## src/rtl/fqd_pkg.sv

```systemverilog
`timescale 1ns / 1ps
// ----------------------------------------------------------------------------
// fqd_pkg
// Types and constants shared by the handle queue modules.
// ----------------------------------------------------------------------------
package fqd_pkg;

  localparam int unsigned QUEUE_DEPTH_DEF = 16;
  localparam int unsigned VALUE_BITS_DEF  = 32;
  localparam int unsigned REQ_VALUE_BITS  = 32;
  localparam int unsigned OUT_VALUE_BITS  = 32;
  localparam int unsigned COUNT_BITS      = 5;

  typedef enum logic [1:0] {
    OP_ENQUEUE = 2'd0,
    OP_DEQUEUE = 2'd1,
    OP_DELETE  = 2'd2,
    OP_ITERATE = 2'd3
  } fqd_op_e;

  typedef enum logic [2:0] {
    ST_OK        = 3'd0,
    ST_NULL      = 3'd1,
    ST_EMPTY     = 3'd2,
    ST_NOT_FOUND = 3'd3,
    ST_FULL      = 3'd4
  } fqd_status_e;

  typedef enum logic [2:0] {
    BK_IDLE   = 3'd0,
    BK_DEQ    = 3'd1,
    BK_SCAN   = 3'd2,
    BK_SHIFT  = 3'd3,
    BK_ITER   = 3'd4,
    BK_REPORT = 3'd5
  } fqd_state_e;

  typedef struct packed {
    logic [1:0]                req_type;
    logic [REQ_VALUE_BITS-1:0] item_value;
  } fqd_req_t;

  typedef struct packed {
    logic [2:0]                status;
    logic [OUT_VALUE_BITS-1:0] out_value;
    logic [COUNT_BITS-1:0]     entry_count;
    logic                      last_of_run;
  } fqd_rsp_t;

  // Classified request handed from front to back.
  typedef struct packed {
    fqd_op_e op;
    logic    val_null;
  } fqd_cmd_t;

endpackage

```

## src/rtl/fqd_ram.sv

```systemverilog
`timescale 1ns / 1ps
// ----------------------------------------------------------------------------
// fqd_ram
// Simple dual-port RAM: one write port, one read port with registered data.
// ----------------------------------------------------------------------------
module fqd_ram #(
  parameter int unsigned WIDTH = 32,
  parameter int unsigned DEPTH = 16
) (
  input  logic                     clk_i,
  input  logic                     we_i,
  input  logic [$clog2(DEPTH)-1:0] waddr_i,
  input  logic [WIDTH-1:0]         wdata_i,
  input  logic                     re_i,
  input  logic [$clog2(DEPTH)-1:0] raddr_i,
  output logic [WIDTH-1:0]         rdata_o
);

  logic [WIDTH-1:0] mem_q [DEPTH];
  logic [WIDTH-1:0] rdata_q;

  always_ff @(posedge clk_i) begin
    if (we_i) begin
      mem_q[waddr_i] <= wdata_i;
    end
  end

  // Hold read data until the next read.
  always_ff @(posedge clk_i) begin
    if (re_i) begin
      rdata_q <= mem_q[raddr_i];
    end
  end

  assign rdata_o = rdata_q;

endmodule

```

## src/rtl/fqd_front.sv

```systemverilog
`timescale 1ns / 1ps
// ----------------------------------------------------------------------------
// fqd_front
// Request intake: classify each request and hold it in a two-entry queue.
// ----------------------------------------------------------------------------
module fqd_front import fqd_pkg::*; #(
  parameter int unsigned VALUE_BITS = VALUE_BITS_DEF
) (
  input  logic                  clk_i,
  input  logic                  rst_ni,
  input  fqd_req_t              req_i,
  input  logic                  req_valid_i,
  output logic                  req_ready_o,
  output fqd_cmd_t              cmd_o,
  output logic [VALUE_BITS-1:0] cmd_value_o,
  output logic                  cmd_valid_o,
  input  logic                  cmd_ready_i
);

  localparam int unsigned QD = 2;
  localparam int unsigned PW = $clog2(QD);
  localparam int unsigned FW = $clog2(QD + 1);

  fqd_cmd_t              cmd_q [QD];
  logic [VALUE_BITS-1:0] val_q [QD];
  logic [PW-1:0]         wr_ptr_q, wr_ptr_d;
  logic [PW-1:0]         rd_ptr_q, rd_ptr_d;
  logic [FW-1:0]         fill_q, fill_d;

  fqd_cmd_t              in_cmd;
  logic [VALUE_BITS-1:0] in_val;
  logic                  push, pop;

  // Mask the handle to the stored width and flag the null handle.
  always_comb begin
    in_val          = VALUE_BITS'(req_i.item_value);
    in_cmd.op       = fqd_op_e'(req_i.req_type);
    in_cmd.val_null = (in_val == '0);
  end

  assign req_ready_o = (fill_q != FW'(QD));
  assign cmd_valid_o = (fill_q != '0);
  assign push        = req_valid_i && req_ready_o;
  assign pop         = cmd_valid_o && cmd_ready_i;
  assign cmd_o       = cmd_q[rd_ptr_q];
  assign cmd_value_o = val_q[rd_ptr_q];

  always_comb begin
    wr_ptr_d = push ? wr_ptr_q + PW'(1) : wr_ptr_q;
    rd_ptr_d = pop ? rd_ptr_q + PW'(1) : rd_ptr_q;
    case ({push, pop})
      2'b10:   fill_d = fill_q + FW'(1);
      2'b01:   fill_d = fill_q - FW'(1);
      default: fill_d = fill_q;
    endcase
  end

  always_ff @(posedge clk_i) begin
    if (push) begin
      cmd_q[wr_ptr_q] <= in_cmd;
      val_q[wr_ptr_q] <= in_val;
    end
  end

  always_ff @(posedge clk_i or negedge rst_ni) begin
    if (!rst_ni) begin
      wr_ptr_q <= '0;
      rd_ptr_q <= '0;
      fill_q   <= '0;
    end else begin
      wr_ptr_q <= wr_ptr_d;
      rd_ptr_q <= rd_ptr_d;
      fill_q   <= fill_d;
    end
  end

endmodule

```

## src/rtl/fqd_back.sv

```systemverilog
`timescale 1ns / 1ps
// ----------------------------------------------------------------------------
// fqd_back
// Request execution over a circular entry RAM, with a result register.
// ----------------------------------------------------------------------------
module fqd_back import fqd_pkg::*; #(
  parameter int unsigned QUEUE_DEPTH = QUEUE_DEPTH_DEF,
  parameter int unsigned VALUE_BITS  = VALUE_BITS_DEF
) (
  input  logic                  clk_i,
  input  logic                  rst_ni,
  input  fqd_cmd_t              cmd_i,
  input  logic [VALUE_BITS-1:0] cmd_value_i,
  input  logic                  cmd_valid_i,
  output logic                  cmd_ready_o,
  output fqd_rsp_t              rsp_o,
  output logic                  rsp_valid_o,
  input  logic                  rsp_ready_i
);

  localparam int unsigned AW = $clog2(QUEUE_DEPTH);
  localparam int unsigned SW = AW + 1;
  localparam int unsigned CW = $clog2(QUEUE_DEPTH + 1);
  localparam logic [CW-1:0] FULL_COUNT = CW'(QUEUE_DEPTH);
  localparam logic [AW-1:0] LAST_SLOT  = AW'(QUEUE_DEPTH - 1);

  fqd_state_e            state_q, state_d;
  logic [AW-1:0]         head_q, head_d;
  logic [CW-1:0]         count_q, count_d;
  logic [AW-1:0]         idx_q, idx_d;
  logic [VALUE_BITS-1:0] val_q, val_d;
  fqd_status_e           pend_status_q, pend_status_d;
  logic                  pend_dec_q, pend_dec_d;
  fqd_rsp_t              rsp_q, rsp_d;
  logic                  rsp_valid_q, rsp_valid_d;

  logic                  ram_we, ram_re;
  logic [AW-1:0]         ram_waddr, ram_raddr;
  logic [VALUE_BITS-1:0] ram_wdata, ram_rdata;

  logic                  out_free;
  logic [AW-1:0]         last_idx, idx_next;

  // Logical position to RAM slot, wrapping around the end of the store.
  function automatic logic [AW-1:0] phys_addr(logic [AW-1:0] base, logic [AW-1:0] ofs);
    logic [SW-1:0] sum;
    sum = {1'b0, base} + {1'b0, ofs};
    if (sum >= SW'(QUEUE_DEPTH)) begin
      sum = sum - SW'(QUEUE_DEPTH);
    end
    return sum[AW-1:0];
  endfunction

  function automatic fqd_rsp_t make_rsp(fqd_status_e st, logic [VALUE_BITS-1:0] v,
                                        logic [CW-1:0] cnt, logic last);
    fqd_rsp_t r;
    r.status      = st;
    r.out_value   = OUT_VALUE_BITS'(v);
    r.entry_count = COUNT_BITS'(cnt);
    r.last_of_run = last;
    return r;
  endfunction

  fqd_ram #(
    .WIDTH (VALUE_BITS),
    .DEPTH (QUEUE_DEPTH)
  ) u_ram (
    .clk_i   (clk_i),
    .we_i    (ram_we),
    .waddr_i (ram_waddr),
    .wdata_i (ram_wdata),
    .re_i    (ram_re),
    .raddr_i (ram_raddr),
    .rdata_o (ram_rdata)
  );

  assign out_free = !rsp_valid_q || rsp_ready_i;
  assign last_idx = AW'(count_q - CW'(1));
  assign idx_next = idx_q + AW'(1);

  always_comb begin
    state_d       = state_q;
    head_d        = head_q;
    count_d       = count_q;
    idx_d         = idx_q;
    val_d         = val_q;
    pend_status_d = pend_status_q;
    pend_dec_d    = pend_dec_q;
    rsp_d         = rsp_q;
    rsp_valid_d   = rsp_valid_q && !rsp_ready_i;
    cmd_ready_o   = 1'b0;
    ram_we        = 1'b0;
    ram_waddr     = phys_addr(head_q, idx_q);
    ram_wdata     = ram_rdata;
    ram_re        = 1'b0;
    ram_raddr     = phys_addr(head_q, idx_next);

    unique case (state_q)
      BK_IDLE: begin
        cmd_ready_o = out_free;
        if (cmd_valid_i && out_free) begin
          val_d = cmd_value_i;
          idx_d = '0;
          unique case (cmd_i.op)
            OP_ENQUEUE: begin
              rsp_valid_d = 1'b1;
              if (cmd_i.val_null) begin
                rsp_d = make_rsp(ST_NULL, '0, count_q, 1'b1);
              end else if (count_q == FULL_COUNT) begin
                rsp_d = make_rsp(ST_FULL, '0, count_q, 1'b1);
              end else begin
                ram_we    = 1'b1;
                ram_waddr = phys_addr(head_q, AW'(count_q));
                ram_wdata = cmd_value_i;
                count_d   = count_q + CW'(1);
                rsp_d     = make_rsp(ST_OK, '0, count_d, 1'b1);
              end
            end
            OP_DEQUEUE: begin
              if (count_q == '0) begin
                rsp_valid_d = 1'b1;
                rsp_d       = make_rsp(ST_EMPTY, '0, count_q, 1'b1);
              end else begin
                ram_re    = 1'b1;
                ram_raddr = head_q;
                state_d   = BK_DEQ;
              end
            end
            OP_DELETE: begin
              if (cmd_i.val_null) begin
                rsp_valid_d = 1'b1;
                rsp_d       = make_rsp(ST_NULL, '0, count_q, 1'b1);
              end else if (count_q == '0) begin
                rsp_valid_d = 1'b1;
                rsp_d       = make_rsp(ST_NOT_FOUND, '0, count_q, 1'b1);
              end else begin
                ram_re    = 1'b1;
                ram_raddr = head_q;
                state_d   = BK_SCAN;
              end
            end
            OP_ITERATE: begin
              if (count_q == '0) begin
                rsp_valid_d = 1'b1;
                rsp_d       = make_rsp(ST_EMPTY, '0, count_q, 1'b1);
              end else begin
                ram_re    = 1'b1;
                ram_raddr = head_q;
                state_d   = BK_ITER;
              end
            end
            default: state_d = BK_IDLE;
          endcase
        end
      end

      BK_DEQ: begin
        if (out_free) begin
          count_d     = count_q - CW'(1);
          head_d      = (head_q == LAST_SLOT) ? '0 : head_q + AW'(1);
          rsp_valid_d = 1'b1;
          rsp_d       = make_rsp(ST_OK, ram_rdata, count_d, 1'b1);
          state_d     = BK_IDLE;
        end
      end

      // Compare one entry per cycle while the next one is read.
      BK_SCAN: begin
        if (ram_rdata == val_q) begin
          pend_status_d = ST_OK;
          pend_dec_d    = 1'b1;
          if (idx_q == last_idx) begin
            state_d = BK_REPORT;
          end else begin
            ram_re  = 1'b1;
            state_d = BK_SHIFT;
          end
        end else if (idx_q == last_idx) begin
          pend_status_d = ST_NOT_FOUND;
          pend_dec_d    = 1'b0;
          state_d       = BK_REPORT;
        end else begin
          ram_re = 1'b1;
          idx_d  = idx_next;
        end
      end

      // Close the gap: read data holds entry idx+1, write it to idx.
      BK_SHIFT: begin
        ram_we = 1'b1;
        if (idx_next == last_idx) begin
          state_d = BK_REPORT;
        end else begin
          ram_re    = 1'b1;
          ram_raddr = phys_addr(head_q, idx_next + AW'(1));
          idx_d     = idx_next;
        end
      end

      BK_ITER: begin
        if (out_free) begin
          rsp_valid_d = 1'b1;
          rsp_d       = make_rsp(ST_OK, ram_rdata, count_q, idx_q == last_idx);
          if (idx_q == last_idx) begin
            state_d = BK_IDLE;
          end else begin
            ram_re = 1'b1;
            idx_d  = idx_next;
          end
        end
      end

      BK_REPORT: begin
        if (out_free) begin
          count_d     = count_q - CW'(pend_dec_q);
          rsp_valid_d = 1'b1;
          rsp_d       = make_rsp(pend_status_q, '0, count_d, 1'b1);
          state_d     = BK_IDLE;
        end
      end

      default: state_d = BK_IDLE;
    endcase
  end

  always_ff @(posedge clk_i or negedge rst_ni) begin
    if (!rst_ni) begin
      state_q     <= BK_IDLE;
      head_q      <= '0;
      count_q     <= '0;
      idx_q       <= '0;
      rsp_valid_q <= 1'b0;
    end else begin
      state_q     <= state_d;
      head_q      <= head_d;
      count_q     <= count_d;
      idx_q       <= idx_d;
      rsp_valid_q <= rsp_valid_d;
    end
  end

  always_ff @(posedge clk_i) begin
    val_q         <= val_d;
    pend_status_q <= pend_status_d;
    pend_dec_q    <= pend_dec_d;
    rsp_q         <= rsp_d;
  end

  assign rsp_o       = rsp_q;
  assign rsp_valid_o = rsp_valid_q;

endmodule

```

## src/rtl/fifo_queue_with_delete_core.sv

```systemverilog
`timescale 1ns / 1ps
// ----------------------------------------------------------------------------
// fifo_queue_with_delete_core
// Bounded queue of nonzero handles with enqueue, dequeue, delete and iterate.
// ----------------------------------------------------------------------------
// A request enters a two-entry intake queue and is run by the back end, which
// keeps the entries in a circular RAM with one write and one registered read
// port. Enqueue, and any request answered before an entry is read (null
// handle, full queue, empty queue), is answered from the idle state; dequeue
// first reads the head entry, then answers. Delete walks the entries from the
// head, one per cycle, until it finds the handle, then moves every later entry
// one place towards the head, again one per cycle; found or not, it ends in a
// report state that gives the result. Iterate first reads the head entry, then
// gives one result per cycle, head to tail, while results are taken, the last
// one marked. A result waits in an output register; the intake queue keeps
// taking requests meanwhile, while it has room. Every result carries the count
// after the request. Reset clears the state, count, pointers and result valid
// flag; the entry RAM is not cleared.
// ----------------------------------------------------------------------------
module fifo_queue_with_delete_core import fqd_pkg::*; #(
  parameter int unsigned QUEUE_DEPTH = QUEUE_DEPTH_DEF,
  parameter int unsigned VALUE_BITS  = VALUE_BITS_DEF
) (
  input  logic     clk_i,
  input  logic     rst_ni,
  input  fqd_req_t req_i,
  input  logic     req_valid_i,
  output logic     req_ready_o,
  output fqd_rsp_t rsp_o,
  output logic     rsp_valid_o,
  input  logic     rsp_ready_i
);

  // Classified request between intake and execution.
  fqd_cmd_t              cmd;
  logic [VALUE_BITS-1:0] cmd_value;
  logic                  cmd_valid;
  logic                  cmd_ready;

  // Intake: mask the handle, flag null, queue the request.
  fqd_front #(
    .VALUE_BITS (VALUE_BITS)
  ) u_front (
    .clk_i       (clk_i),
    .rst_ni      (rst_ni),
    .req_i       (req_i),
    .req_valid_i (req_valid_i),
    .req_ready_o (req_ready_o),
    .cmd_o       (cmd),
    .cmd_value_o (cmd_value),
    .cmd_valid_o (cmd_valid),
    .cmd_ready_i (cmd_ready)
  );

  // Execution: walk the entry RAM and drive the result register.
  fqd_back #(
    .QUEUE_DEPTH (QUEUE_DEPTH),
    .VALUE_BITS  (VALUE_BITS)
  ) u_back (
    .clk_i       (clk_i),
    .rst_ni      (rst_ni),
    .cmd_i       (cmd),
    .cmd_value_i (cmd_value),
    .cmd_valid_i (cmd_valid),
    .cmd_ready_o (cmd_ready),
    .rsp_o       (rsp_o),
    .rsp_valid_o (rsp_valid_o),
    .rsp_ready_i (rsp_ready_i)
  );

endmodule

```

## config.mk

```make
export PLATFORM = sky130hd
export DESIGN_NAME = fifo_queue_with_delete_core
export DESIGN_NICKNAME = d
export VERILOG_FILES = /design/src/rtl/fqd_pkg.sv /design/src/rtl/fqd_ram.sv /design/src/rtl/fqd_front.sv /design/src/rtl/fqd_back.sv /design/src/rtl/fifo_queue_with_delete_core.sv
export SDC_FILE = /design/constraint.sdc
export NUM_CORES = 1
export LEC_CHECK = 0
export ABC_AREA = 1
export BUFFER_PORTS_ARGS = -buffer_cell sky130_fd_sc_hd__buf_4
export CAP_MARGIN = 10
export CORE_MARGIN = 5
export CORE_UTILIZATION = 40
export CTS_CLUSTER_SIZE = 28
export DETAILED_ROUTE_END_ITERATION = 12
export GPL_ROUTABILITY_DRIVEN = 0
export GPL_TIMING_DRIVEN = 0
export PLACE_DENSITY = 0.52
export SLEW_MARGIN = 25
export SYNTH_ARGS = -nofsm -noshare
export SYNTH_HDL_FRONTEND = slang
export SYNTH_HIERARCHICAL = 1
export SYNTH_SLANG_ARGS = --single-unit
```

## constraint.sdc

```tcl
create_clock -name clk_i -period 13.22 [get_ports clk_i]
set_input_delay 1.322 -clock clk_i [delete_from_list [all_inputs] [get_ports clk_i]]
set_output_delay 1.322 -clock clk_i [all_outputs]
set_load 0.005 [all_outputs]
```

==> run_results.csv, run 1 <==
group,metric,value,unit
clock_tree,cts_root_buf,"clkbuf_16",
yosys,synth_edf_count,689,
critical_path,startpoint_type,"flip-flop",
floorplanning,initial_utilization,40.3,%
grt,grt_pass1_vias,21300,
drt,drc,0,
worst_hold_path,hold_path.class,"reg2reg",
timing,finClkSkew,0.0185,ns
drt,drtPass1Iterations,6,
clock_tree,cts_tree,"built",
floorplanning,die_y,292,um
run_status,status,"complete, no violations",
final_layout,area_growth,17.2,%
yosys,ys_seq_elements,710,
critical_path,worstPathRequired,13.58,ns
critical_path,arrival,4.98,ns
timing,finalSetupViolCount,0,
grt,use_met3,2.51,%
run,cap_violations,0,
yosys,netlist-cell-type-count,44,
grt,antenna_found_initial,0,
timing,setup_tns,0,ns
floorplanning,rows,103,
timing,tightestPinTransition,1.07,ns
place,io_buffers,80,
drt,vias,21900,
clock_tree,clk_latency,0.63,ns
yosys,syn-num-nets,3165,
critical_path,crit_path_end_kind,"flip-flop",
timing,fmax,0.216,GHz
yosys,mappedNetlistArea,0.0318,mm2
grt,met1_usage,27.9,%
worst_hold_path,worstHoldEndpoint,"u_back/val_q[20]",
drt,wl_per_cell,20.5,um
yosys,syn_inst,3103,
timing,hold_violations,0,
grt,grt_util_met2,36.2,%
floorplanning,core-area,0.0789,mm2
timing,slew_violations,0,
timing,post-route-period-util,35.0,%
grt,grt_max_degree,37,
timing,period_needed,4.62,ns
critical_path,path_max_fanout,10,
critical_path,r2r_end,"u_back/u_ram/rdata_o[7]",
grt,overflow,0,
timing,slew_headroom,28.6,%
critical_path,worstSetupPathType,"reg2reg",
yosys,ys_seq_area_share,66.7,%
clock_tree,cts_num_sinks,710,
clock_tree,cts_max_level,3,
final_layout,drive_above_1_share,12.5,%
clock_tree,clk_pin_slew,0.06,ns
final_layout,antenna_cells,0,
yosys,yosysWarnings,6,
clock_tree,postCtsResizedCells,0,
grt,top_usage_layer,"met2",
yosys,ys_dominant_reg_cell,"edfxtp_1",
yosys,syn-mean-instance-area,10.2,um2
clock_tree,cts_buffers,78,
clock_tree,cts_hold_buf,0,
drt,vias_per_cell,4.96,
yosys,synth-async-reset-ratio,2.96,%
drt,wl,90.7,mm
final_layout,multiInputGateArea,0.00801,mm2
floorplanning,die_width,292,um
final_layout,register_area,0.0212,mm2
grt,grt_pass1_wl,134,mm
floorplanning,ios,81,
final_layout,final_common_cell,"nand2_1",
drt,dr.first_iter.drc_count,1784,
drt,drtAntennaViolNets,0,
critical_path,worstRegToRegCells,14,
clock_tree,cts_max_path_buffers,3,
worst_hold_path,hold_depth,2,
worst_hold_path,holdCritStartpoint,"u_front/val_q[0][20]",
grt,track_usage,20.8,%
critical_path,r2r_slack,8.60,ns
final_layout,layout_common_cells,"1,027 x nand2_1, 689 x edfxtp_1, 507 x inv_1",
final_layout,num-fill-cells,7361,
floorplanning,dieArea,0.0852,mm2
place,dpl.hpwl,65.3,mm
final_layout,fin_nets,3380,
timing,rsz0062_at_grt,"no",
clock_tree,cts_setup_buffers,0,
critical_path,worstReg2RegStart,"u_back/count_q[0]",
-- cells in the mapped netlist, drive strengths merged, types with 4 or more instances --
library cell / n / area [um2]
nand3: 418 / 2100
nor2: 129 / 531
a21oi: 19 / 95.1
fa: 4 / 80.1
o21ai: 62 / 310
nand2: 1043 / 3970
buf: 108 / 803
edfxtp: 689 / 20700
nand4: 8 / 50.1
o211ai: 7 / 52.6
xnor2: 7 / 61.3
clkbuf: 18 / 67.6
xor2: 12 / 105
dfrtp: 21 / 526
ha: 20 / 250
inv: 517 / 1950
-- through the flow --
| stage | hold WS (ns) | util (%) | cell area (um2) | setup WS, ns | instances |
|---|---|---|---|---|---|
| floorplan | 0.485 | - | 31800 | 4.26 | 3103 |
| global placement | 0.499 | 42.8 | 33700 | 1.60 | 4233 |
| detailed placement | 0.536 | 44.2 | 34900 | 8.29 | 4287 |
| CTS | 0.555 | 47.2 | 37300 | 8.75 | 4426 |
| global route | 0.571 | 47.3 | 37300 | 8.48 | 4427 |
| finish | 0.545 | 47.3 | 37300 | 8.60 | 4427 |
-- sequential cells by signal, indices dropped and copies added (netlist names), 2 cells and up --
name                  flops
u_back/count_q            5
u_back/head_q             4
u_back/idx_q              4
u_back/rsp_o             41
u_back/state_q            3
u_back/u_ram/mem_q      512
u_back/u_ram/rdata_o     32
u_back/val_q             32
u_front/cmd_q             6
u_front/fill_q            2
u_front/val_q            64
-- worst max-delay path, stage by stage (launching register included) --
cell	delay, ns
dfrtp_1	0.57
inv_1	0.26
ha_1	0.46
nor2_1	0.07
nand3b_1	0.15
nor2_1	0.15
nand2_1	0.11
nand2_2	0.18
nand3_1	0.11
o211ai_1	0.28
buf_2	0.47
clkbuf_1	0.84
nand3_1	0.29
nand3_1	0.25
nand2_1	0.13
-- kinds of logic (layout without fill, tap and decap cells) --
group | Yosys count | count (layout) | synth area share [%]
flip-flops | 710 | 710 | 66.7
AND/OR/NAND/NOR | 1606 | 1606 | 21.1
XOR/XNOR | 19 | 19 | 0.523
adder cells (fa/ha/maj) | 24 | 24 | 1.04
buffers and inverters | 643 | 917 | 8.87
AO/OA/AOI/OAI | 101 | 101 | 1.78
-- final cells by class --
class                      instances  area share (%)
clock inverter                    42           0.769
inverter                         517            5.23
clock buffer                      97            5.60
tap                             1050            3.52
sequential                       710            56.9
timing repair buffer             135            4.14
multi-input combinational       1750            21.5
buffer                           126            2.34
-- layer usage --
layer / part of all wire (%) / vias up
li1: - / 10500
met1: 43 / 10700
met5: 0 / -
met2: 49 / 629
met3: 5.2 / 120
met4: 2.6 / 0
-- worst max path at each step --
stage | from | endpoint | slack (ns) | depth (start not counted)
6_report | u_back/count_q[0] | u_back/u_ram/rdata_o[7] | 8.60 | 14
4_1_cts | u_back/count_q[0] | u_back/u_ram/rdata_o[7] | 8.75 | 16
3_5_place_dp | rsp_ready_i | u_back/u_ram/rdata_o[24] | 8.29 | 14
2_1_floorplan | rsp_ready_i | u_back/rsp_o[0] | 4.26 | 6
5_1_grt | u_back/count_q[0] | u_back/u_ram/mem_q[8][20] | 8.48 | 13
3_3_place_gp | rsp_ready_i | u_back/rsp_o[14] | 1.60 | 7
Power of run 1 is not shown: default switching activity piles up to over one toggle a cycle in this logic, so the estimate is an artifact.
==> run 2, diff against run 1 <==
- PLACE_DENSITY: 0.52 -> 0.54
- clock period: 13.22 -> 3.9 ns (I/O delays scaled with it)
==> run 2 against run 1 <==
- cell area rose by 2.7%
- flip-flop and latch count stayed put
- via count is 2.7% higher
- first-iteration DRC count increased by 12%
- clock skew rose by 0.0038 ns
- count of clock-buffer cells in the layout is the same
- critical endpoint is now u_back/u_ram/rdata_o[30]
- largest cell class unchanged
==> run_results.csv, run 2 (synthesis gave the netlist of run 1 again) <==
group,metric,value,unit
worst_hold_path,worstHoldEndpoint,"u_front/wr_ptr_q",
drt,vias,22500,
final_layout,largest_register_ffs,512,
critical_path,cp_top_family,"buffers and inverters",
run,cap_violations,0,
clock_tree,cts_tree,"built",
grt,overflow,0,
grt,track_usage,21.1,%
clock_tree,cts_max_path_buffers,3,
clock_tree,clk_latency,0.63,ns
floorplanning,die_width,292,um
drt,wl_met1,38.6,mm
clock_tree,clk_pin_slew,0.06,ns
drt,drtAntennaViolNets,0,
timing,finClkSkew,0.0223,ns
final_layout,final_util,48.5,%
drt,routed.top_layer,"met4",
run_status,status,"complete, no violations",
timing,slew_headroom,37.7,%
critical_path,worstReg2RegStart,"u_back/idx_q[1]",
clock_tree,cts_max_level,3,
drt,dr.first_iter.drc_count,2004,
critical_path,r2r_end,"u_back/u_ram/rdata_o[30]",
drt,dr_wl_met2,44.5,mm
grt,grt_pass1_wl,137,mm
critical_path,worstSetupPathType,"reg2reg",
drt,vias_per_cell,5.02,
final_layout,final_common_cell,"nand2_1",
critical_path,path_max_fanout,7,
timing,fmax,0.267,GHz
worst_hold_path,holdCritStartpoint,"req_valid_i",
floorplanning,rows,103,
critical_path,r2r_slack,0.16,ns
drt,drc,0,
critical_path,slowest_stage,"dfrtp_2",
clock_tree,cts_root_buf,"clkbuf_16",
grt,grt_max_degree,25,
floorplanning,dieArea,0.0852,mm2
final_layout,regMostFlops,"u_back/u_ram/mem_q",
final_layout,antenna_cells,0,
clock_tree,cts_num_sinks,710,
critical_path,crit_start,"u_back/idx_q[1]",
timing,post-route-period-util,95.9,%
timing,tightestPinTransition,0.929,ns
critical_path,worstPathRequired,4.27,ns
floorplanning,initial_utilization,40.3,%
critical_path,timing.critical_path.mode_cell,"nand2_1",
grt,antenna_found_initial,0,
place,dpl-instance-area,0.0351,mm2
place,io_buffers,80,
timing,period_needed,3.74,ns
final_layout,area_growth,20.4,%
final_layout,fin_area,0.0383,mm2
drt,wl,91.9,mm
critical_path,crit_buf_inv,4,
timing,finalSetupViolCount,0,
place,dpl.hpwl,64.9,mm
floorplanning,ios,81,
drt,drtPass1Iterations,6,
final_layout,drive_above_1_share,14.1,%
floorplanning,core-area,0.0789,mm2
critical_path,cpPeakStageDelay,0.45,ns
critical_path,arrival,4.11,ns
floorplanning,die_y,292,um
timing,slew_violations,0,
critical_path,path_cells,"ha_2, inv_1, nand2_1, nand2_1, ha_1, xnor2_2, o21ai_0, a21oi_1, o21ai_0, nand2_1, o211ai_1, inv_2, buf_2, buf_6, nand3_1, nand3_1, nand2_1",
clock_tree,cts_buffers,78,
worst_hold_path,hold_depth,3,
critical_path,crit_path_end_kind,"flip-flop",
timing,whs,0.0428,ns
drt,wl_per_cell,20.5,um
timing,hold_violations,0,
grt,grt_pass1_vias,21900,
worst_hold_path,hold_path.class,"in2reg",
final_layout,fin_nets,3444,
final_layout,layout_common_cells,"1,026 x nand2_1, 689 x edfxtp_1, 504 x inv_1",
drt,route.met3.wl,5.73,mm
critical_path,startpoint_type,"flip-flop",
critical_path,worstRegToRegCells,17,
==> run 2: metrics by stage <==
stage,std cells,TNS (ns),setup slack (ns)
finish,4490,0,0.160
global route,4490,-0.132,-0.0159
CTS,4476,0,0.0278
detailed placement,4291,-66.23,-0.479
global placement,4233,-1322.71,-2.73
floorplan,3103,0,0.0224
==> run 2: worst max path at each step <==
stage | endpoint | depth (start not counted)
after floorplan | u_back/u_ram/rdata_o[0] | 7
after global placement | u_back/u_ram/mem_q[1][12] | 13
after detailed placement | u_back/u_ram/rdata_o[7] | 16
after CTS | u_back/u_ram/rdata_o[24] | 17
after global routing | u_back/u_ram/mem_q[0][14] | 15
final | u_back/u_ram/rdata_o[30] | 17
==> run 2: layer usage <==
| metal | up-vias | global-route usage [%] |
|---|---|---|
| met5 | - | 0 |
| met4 | 0 | 6.83 |
| met3 | 170 | 3.07 |
| met2 | 760 | 35.4 |
| met1 | 11000 | 28.5 |
| li1 | 10600 | - |
==> run 2: final cells by class <==
type / instances / area, um2
inverter: 517 / 1960
buffer: 124 / 933
multi-input combinational: 1750 / 8060
tap: 1050 / 1310
fill: 7137 / 40600
sequential: 710 / 21200
clock buffer: 97 / 2080
clock inverter: 41 / 383
timing repair buffer: 201 / 2330
==> run 2: what timing repair did <==
item	CTS	global route
pin swaps	11	6
setup endpoints to repair	402	338
resized for setup	26	34
setup buffers	14	14
hold endpoints to repair	89	0
hold buffers	35	0
cloned	0	0
==> run 2: worst register-to-register path: stages, from the launching register on <==
cell and delay (ns):
dfrtp_2 0.45, ha_2 0.23, inv_1 0.05, nand2_1 0.05, nand2_1 0.15, ha_1 0.37
xnor2_2 0.23, o21ai_0 0.13, a21oi_1 0.17, o21ai_0 0.13, nand2_1 0.08, o211ai_1 0.26
inv_2 0.28, buf_2 0.30, buf_6 0.21, nand3_1 0.16, nand3_1 0.13, nand2_1 0.09
Power of run 2 is left out for the same reason.
